===== config.mk =====
export PLATFORM = sky130hd
export DESIGN_NAME = mcc_ctrl
export DESIGN_NICKNAME = d
export VERILOG_FILES = /design/src/min_coin_combination_unit_defines.svh /design/src/mcc_pkg.sv /design/src/mcc_ctrl.sv
export SDC_FILE = /design/constraint.sdc
export NUM_CORES = 1
export LEC_CHECK = 0
export BUFFER_PORTS_ARGS = -buffer_cell sky130_fd_sc_hd__buf_2
export CAP_MARGIN = 40
export CORE_AREA = 2 2 39 41
export CTS_CLUSTER_DIAMETER = 60
export DETAILED_ROUTE_END_ITERATION = 7
export DIE_AREA = 0 0 41 43
export SETUP_SLACK_MARGIN = 0.5
export SKIP_LAST_GASP = 1
export SYNTH_ARGS = -nofsm -noshare
export SYNTH_HDL_FRONTEND = slang
export SYNTH_SLANG_ARGS = --single-unit

===== constraint.sdc =====
create_clock -name aclk -period 1.2 [get_ports aclk]
set_input_delay 0.06 -clock aclk [delete_from_list [all_inputs] [get_ports aclk]]
set_output_delay 0.06 -clock aclk [all_outputs]
set_load 0.01 [all_outputs]

===== src/min_coin_combination_unit_defines.svh =====
// Assertion macros for the minimum coin change unit.
// Used by min_coin_combination_unit; expects aclk and aresetn in scope.
`ifndef MIN_COIN_COMBINATION_UNIT_DEFINES_SVH
`define MIN_COIN_COMBINATION_UNIT_DEFINES_SVH
`ifndef SYNTHESIS
`define MCC_ASSERT_IMP(lbl, pre, post, msg) \
    lbl: assert property (@(posedge aclk) disable iff (!aresetn) (pre) |-> (post)) \
        else $error(msg);
`define MCC_ASSERT_NXT(lbl, pre, post, msg) \
    lbl: assert property (@(posedge aclk) disable iff (!aresetn) (pre) |=> (post)) \
        else $error(msg);
`else
`define MCC_ASSERT_IMP(lbl, pre, post, msg)
`define MCC_ASSERT_NXT(lbl, pre, post, msg)
`endif
`endif


===== src/mcc_pkg.sv =====
// Package for the minimum coin change unit: widths, defaults, FSM states,
// controller/datapath command and status structs. No dependencies.
`timescale 1ns / 1ps
package mcc_pkg;
    localparam int COIN_W       = 12;
    localparam int TARGET_W     = 12;
    localparam int COUNT_W      = 12;
    localparam int S_TDATA_W    = 24;
    localparam int M_TDATA_W    = 32;
    localparam int MAX_COINS_DEF  = 16;
    localparam int MAX_TARGET_DEF = 4095;

    typedef enum logic [3:0] {
        ST_LOAD,
        ST_START,
        ST_INIT,
        ST_FILL_RD,
        ST_FILL_WR,
        ST_CHECK_RD,
        ST_CHECK,
        ST_WALK_RD,
        ST_WALK_UPD,
        ST_EMIT
    } mcc_state_t;

    typedef struct packed {
        logic load;
        logic start;
        logic init_wr;
        logic fill_rd;
        logic fill_wr;
        logic check_rd;
        logic check;
        logic walk_rd;
        logic walk_upd;
        logic emit_load;
        logic emit_done;
    } mcc_cmd_t;

    typedef struct packed {
        logic tgt_over;
        logic tgt_zero;
        logic k_done;
        logic sum_last;
        logic sum_zero;
        logic rd_reach;
        logic out_free;
    } mcc_status_t;
endpackage


===== src/mcc_ctrl.sv =====
// Sequencer for the minimum coin change unit: load, table fill, walk-back, emit.
// Depends on mcc_pkg.
`timescale 1ns / 1ps
module mcc_ctrl
    import mcc_pkg::*;
(
    input  logic        aclk,
    input  logic        aresetn,
    input  logic        in_valid,
    input  logic        in_last,
    output logic        in_ready,
    input  mcc_status_t st,
    output mcc_cmd_t    cmd
);
    mcc_state_t state_reg, state_next;

    always_ff @(posedge aclk) begin
        if (!aresetn) begin
            state_reg <= ST_LOAD;
        end else begin
            state_reg <= state_next;
        end
    end

    always_comb begin
        state_next = state_reg;
        cmd        = '0;
        in_ready   = 1'b0;
        case (state_reg)
            ST_LOAD: begin
                in_ready = 1'b1;
                if (in_valid) begin
                    cmd.load = 1'b1;
                    if (in_last) begin
                        state_next = ST_START;
                    end
                end
            end
            ST_START: begin
                cmd.start  = 1'b1;
                state_next = st.tgt_over ? ST_EMIT : ST_INIT;
            end
            ST_INIT: begin
                cmd.init_wr = 1'b1;
                state_next  = st.tgt_zero ? ST_CHECK_RD : ST_FILL_RD;
            end
            ST_FILL_RD: begin
                cmd.fill_rd = 1'b1;
                if (st.k_done) begin
                    state_next = ST_FILL_WR;
                end
            end
            ST_FILL_WR: begin
                cmd.fill_wr = 1'b1;
                state_next  = st.sum_last ? ST_CHECK_RD : ST_FILL_RD;
            end
            ST_CHECK_RD: begin
                cmd.check_rd = 1'b1;
                state_next   = ST_CHECK;
            end
            ST_CHECK: begin
                cmd.check  = 1'b1;
                state_next = st.rd_reach ? ST_WALK_RD : ST_EMIT;
            end
            ST_WALK_RD: begin
                if (st.sum_zero) begin
                    state_next = ST_EMIT;
                end else begin
                    cmd.walk_rd = 1'b1;
                    state_next  = ST_WALK_UPD;
                end
            end
            ST_WALK_UPD: begin
                cmd.walk_upd = 1'b1;
                state_next   = ST_WALK_RD;
            end
            ST_EMIT: begin
                if (st.k_done) begin
                    cmd.emit_done = 1'b1;
                    state_next    = ST_LOAD;
                end else if (st.out_free) begin
                    cmd.emit_load = 1'b1;
                end
            end
            default: begin
                state_next = ST_LOAD;
            end
        endcase
    end
endmodule


==> results of run 1 <==
[cell type report]
class / count / area (um2)
fillers: 119 / 442
repair buffers: 49 / 367
inverters: 1 / 3.75
clock buffers: 3 / 22.5
well taps: 16 / 20.0
multi-input cells: 50 / 434
flip-flops and latches: 4 / 95.1
[metal layers]
layer | wire length [um] | share of wire (%)
met5 | 0 | 0
met4 | 63 | 3.7
met1 | 643 | 38
met3 | 51 | 3.0
met2 | 941 | 55
[metrics by stage]
step                      hold slack [ns]  setup slack, ns  utilization (%)  power [W]  setup TNS [ns]
final                              0.0567           -0.122             68.1    0.00109           -1.08
after global routing               0.0687           -0.180             68.1    0.00116           -1.92
after CTS                          0.0475           -0.133             66.1    0.00107           -1.06
after detailed placement            0.301          -0.0645             54.3   0.000779          -0.151
after global placement              0.303          -0.0599             54.3   0.000768          -0.107
after floorplan                     0.153           0.0723                -   0.000575               0
[cell families after synthesis]
| kind of cell | after synthesis | synth area share (%) |
|---|---|---|
| buffers and inverters | 6 | 7.40 |
| xor gates and xnor gates | 1 | 2.07 |
| muxes | 2 | 4.73 |
| and+or+nand+nor | 38 | 53.3 |
| DFF | 4 | 18.9 |
| AOI/OAI and AO/OA | 9 | 13.6 |
[worst max path at each step]
stage	slack (ns)	startpoint	to
floorplan	0.07	state_reg[2]	state_reg[0]
global placement	-0.06	state_reg[2]	state_reg[0]
detailed placement	-0.06	state_reg[0]	state_reg[0]
CTS	-0.13	state_reg[0]	cmd[10]
global route	-0.18	state_reg[0]	cmd[1]
finish	-0.12	state_reg[0]	cmd[10]
[power by group]
part	internal, W	leakage, nW	total, W	switching, W
combinational	0.000403	0.392	0.000723	0.000320
clock	0.000112	0.0138	0.000172	0.0000596
sequential	0.000162	0.0356	0.000200	0.0000375
[worst max-delay path, cell delays in order (launching register included)]
cell and delay, ns:
dfxtp_4 0.35, buf_6 0.13, nor4_4 0.26, and2_1 0.15
buf_2 0.12
[layout by cell type (no fill, tap or decap), drive strengths merged, types with 2 or more instances in the layout]
cell type  count
nor2b          3
a21oi          4
o21ai          2
nor3b          4
nand2          4
dfxtp          4
nor3           4
and3           2
buf           49
mux2i          2
clkbuf         3
nor2           7
nand3          4
[what timing repair did]
action | CTS | global route
gates cloned | 0 | 0
resized for setup | 21 | 5
endpoints found under the setup margin | 16 | 16
buffers inserted | 8 | 1
pin swaps | 8 | 2
==> results.sh, run 1 <==
export IMPL_critPathCaptureType="primary output"
export IMPL_cts_sinks=4
export IMPL_synth_nets=71
export IMPL_clkTransAtPathRegs_ns=0.04
export IMPL_start_util_pct=30.6
export IMPL_yosysTopAreaCell="dfxtp_1"
export IMPL_clock_fmax_mhz=757
export IMPL_gr_usage_met1_pct=20.6
export IMPL_yosysMostFrequentCell="nor2_1"
export IMPL_place_congestion=0.766
export IMPL_grt_pass1_vias=615
export IMPL_synth_top_cell_area_share_pct=18.9
export IMPL_fin_area_um2=942
export IMPL_wirelength_um=1700
export IMPL_largest_register_ffs=4
export IMPL_yosysUniqueCellTypes=30
export IMPL_drive_above_1_share_pct=71.0
export IMPL_tightest_slew_ns=0.215
export IMPL_critPathRequiredTime_ns=1.14
export IMPL_io_buffers=22
export IMPL_vias=628
export IMPL_die_area_um2=1760
export IMPL_antenna_found_initial=0
export IMPL_rr_endpoint="state_reg[0]"
export IMPL_grtUsageTotal_pct=21.2
export IMPL_yosysWarningCount=0
export IMPL_min_period_ns=1.32
export IMPL_synthArstFlopShare_pct=0
export IMPL_drt_first_iter_violations=3
export IMPL_busiest_layer="met2"
export IMPL_period_share_pct=110
export IMPL_ff2ff_setup_slack_ns=-0.09
export IMPL_max_cap_violations=0
export IMPL_dpl_instance_area_um2=752
export IMPL_routedWlPerCell_um=13.8
export IMPL_cts_buffers=3
export IMPL_slew_headroom_pct=85.2
export IMPL_die_w_um=41
export IMPL_synth_edff_count=0
export IMPL_cts_path_max_buffers=2
export IMPL_violations="negative setup slack"
export IMPL_nets=120
export IMPL_synth_seq_cells=4
export IMPL_via_per_inst=5.11
export IMPL_drc=0
export IMPL_final_cells=123
export IMPL_overflow=0
export IMPL_yosysSeqAreaShare_pct=18.9
export IMPL_clk_latency_ns=0.24
export IMPL_slew_violations=0
export IMPL_setup_violations=16
export IMPL_timing_rr_start="state_reg[3]"
export IMPL_grt_pass1_wl_um=2470
export IMPL_synth_top_flop_cell="dfxtp_1"
export IMPL_first_pass_iters=4
export IMPL_rsz0062_at_grt="true"
export IMPL_use_met3_pct=2.09
export IMPL_rows=14
export IMPL_avgSynthCellArea_um2=7.05
export IMPL_area_growth_pct=123
export IMPL_hold_viol=0
export IMPL_diodes=0
export IMPL_placedCellCount=111
export IMPL_power_density_nw_per_um2=1160
export IMPL_synth_area_leaders="dfxtp_1 (19%), nor2_1 (6.2%), nor3b_1 (5.3%)"
export IMPL_synthCells=60
export IMPL_grt_start_max_net_pins=8
export IMPL_root_buffer="clkbuf_4"
export IMPL_dieHeight_um=43
export IMPL_hp_class="primary input to flop"
export IMPL_core_area_um2=1380
export IMPL_cp_arrival_ns=1.26
export IMPL_cts_tree="built"
export IMPL_cts_hold_buf=0
export IMPL_met2_usage_pct=38.8
export IMPL_run_status="finished, violations left"
export IMPL_p_leak_nw=0.441
export IMPL_antenna_left=0
export IMPL_hold_start="aresetn"
export IMPL_finalWorstSetupSlack_ns=-0.122
export IMPL_crit_type="flop to primary output"
export IMPL_design_portCount=23
export IMPL_dpl_hpwl_um=1160
export IMPL_min_to="state_reg[2]"
export IMPL_crit_fanout=6
export IMPL_ir_drop_mv=0.759
export IMPL_r2r_cells=5
export IMPL_htreeDepth=1
export IMPL_holdPathStages=3
export IMPL_fin_skew_ns=0.00699
export IMPL_crit_path_start_kind="flop"
export IMPL_netlist_area_um2=423
(Power assumes the default switching activity.)
==> run 2: changes to the inputs <==
--- a/config.mk
+++ b/config.mk
@@ -5,7 +5,7 @@
 export SDC_FILE = /design/constraint.sdc
 export NUM_CORES = 1
 export LEC_CHECK = 0
-export BUFFER_PORTS_ARGS = -buffer_cell sky130_fd_sc_hd__buf_2
+export BUFFER_PORTS_ARGS = -buffer_cell sky130_fd_sc_hd__clkbuf_2
 export CAP_MARGIN = 40
 export CORE_AREA = 2 2 39 41
 export CTS_CLUSTER_DIAMETER = 60
==> results.sh, run 2 (synthesized netlist as in run 1, its figures left out) <==
export IMPL_ff2ff_setup_slack_ns=-0.12
export IMPL_antenna_found_initial=0
export IMPL_run_status="finished, violations left"
export IMPL_crit_path_start_kind="flop"
export IMPL_max_cap_violations=0
export IMPL_vias=666
export IMPL_die_w_um=41
export IMPL_grt_start_max_net_pins=9
export IMPL_grt_pass1_vias=578
export IMPL_power_density_nw_per_um2=1250
export IMPL_grt_pass1_wl_um=2680
export IMPL_cts_path_max_buffers=2
export IMPL_clkTransAtPathRegs_ns=0.04
export IMPL_holdPathStages=3
export IMPL_cts_sinks=4
export IMPL_crit_type="flop to primary output"
export IMPL_cts_tree="built"
export IMPL_die_area_um2=1760
export IMPL_slew_violations=0
export IMPL_rr_endpoint="state_reg[2]"
export IMPL_hold_viol=0
export IMPL_clk_latency_ns=0.27
export IMPL_pwr_share_comb_pct=69.2
export IMPL_crit_fanout=5
export IMPL_cts_buffers=3
export IMPL_htreeDepth=1
export IMPL_place_congestion=0.856
export IMPL_hold_start="aresetn"
export IMPL_power_switching_w=0.000492
export IMPL_root_buffer="clkbuf_4"
export IMPL_drt_first_iter_violations=12
export IMPL_slew_headroom_pct=86.7
export IMPL_period_share_pct=113
export IMPL_critPathRequiredTime_ns=1.14
export IMPL_swShare_pct=37.6
export IMPL_area_growth_pct=148
export IMPL_r2r_cells=6
export IMPL_grtUsageTotal_pct=23.2
export IMPL_hp_class="primary input to flop"
export IMPL_wirelength_um=1960
export IMPL_largest_register_ffs=4
export IMPL_critPathCaptureType="primary output"
export IMPL_whs_ns=0.0324
export IMPL_fillers=104
export IMPL_io_buffers=22
export IMPL_tightest_slew_ns=0.196
export IMPL_min_period_ns=1.36
export IMPL_timing_rr_start="state_reg[1]"
export IMPL_diodes=0
export IMPL_rows=14
export IMPL_rsz0062_at_grt="true"
export IMPL_finalWorstSetupSlack_ns=-0.160
export IMPL_drive_above_1_share_pct=70.8
export IMPL_p_leak_nw=0.496
export IMPL_design_portCount=23
export IMPL_antenna_left=0
export IMPL_dpl_hpwl_um=1050
export IMPL_setup_violations=15
export IMPL_final_cell_mix="buf_4 (17), buf_6 (12), clkbuf_2 (10), buf_2 (10)"
export IMPL_clock_fmax_mhz=735
export IMPL_fin_tns_setup_ns=-1.76
export IMPL_fin_skew_ns=0.0131
export IMPL_min_to="state_reg[2]"
export IMPL_ir_drop_mv=0.728
export IMPL_seq_power_share_pct=15.2
export IMPL_drc=0
export IMPL_cp_arrival_ns=1.30
export IMPL_power_internal_w=0.000814
export IMPL_routedWlPerCell_um=15.2
export IMPL_first_pass_iters=4
export IMPL_overflow=0
export IMPL_via_per_inst=5.16
export IMPL_nets=126
export IMPL_final_common_cell="buf_4"
export IMPL_core_area_um2=1380
export IMPL_clockPowerShare_pct=15.6
export IMPL_violations="negative setup slack"
export IMPL_dieHeight_um=43
export IMPL_start_util_pct=30.6
## run 2: cell count changes in the layout (fill, tap and decap cells not counted), sizes merged
| cell | delta |
|---|---|
| buf | -4 |
| clkbuf | +10 |
## run 2: stage by stage
step | total power, W | worst slack [ns] | cell area [um2] | cells | util [%]
CTS | 0.00117 | -0.155 | 973 | 125 | 70.3
detailed placement | 0.000768 | -0.0917 | 742 | 108 | 53.6
floorplan | 0.000575 | 0.0723 | 533 | 60 | -
global placement | 0.000771 | -0.166 | 742 | 108 | 53.6
finish | 0.00131 | -0.160 | 1050 | 129 | 75.8
global route | 0.00137 | -0.224 | 1050 | 129 | 75.8
## run 2: critical path, stage by stage, from the launching register on
cell and delay (ns):
dfxtp_4 0.36, buf_6 0.13, nor4_4 0.27, and2_1 0.16, buf_2 0.13
## run 2: per-layer routing
| metal | share of wire [%] | global-route usage (%) | vias up | routed length [um] |
|---|---|---|---|---|
| met5 | 0 | 0 | - | 0 |
| met4 | 2.5 | 8.00 | 0 | 48 |
| met3 | 5.4 | 6.28 | 4 | 106 |
| met2 | 53 | 39.1 | 25 | 1030 |
| met1 | 39 | 26.4 | 313 | 766 |
| li1 | - | - | 324 | - |
## run 2: area by class of cell
type	count	area (um2)	area share [%]
flip-flops and latches	4	92.6	8.83
inverters	1	3.75	0.358
well taps	16	20.0	1.91
clock buffers	3	22.5	2.15
repair buffers	55	468	44.6
multi-input cells	50	442	42.1
## run 2: power groups by stage
stage	sequential, W	clock, W	combinational, W
global route	0.000200	0.000218	0.000948
global placement	0.000194	0	0.000577
CTS	0.000195	0.000195	0.000775
finish	0.000198	0.000203	0.000904
floorplan	0.000179	0	0.000396
detailed placement	0.000192	0	0.000576
## run 2: timing repair
item,in CTS,in global routing
hold buffers,0,0
setup buffers,14,4
setup endpoints to repair,16,16
gates resized for setup,20,22
pin swaps,9,11
## run 2: how the worst max path moves through the flow
stage                  from            to  slack [ns]
6_report       state_reg[0]       cmd[10]       -0.16
5_1_grt        state_reg[1]        cmd[3]       -0.22
4_1_cts        state_reg[0]       cmd[10]       -0.16
3_5_place_dp   state_reg[0]  state_reg[2]       -0.09
3_3_place_gp   state_reg[0]  state_reg[2]       -0.17
2_1_floorplan  state_reg[2]  state_reg[0]        0.07
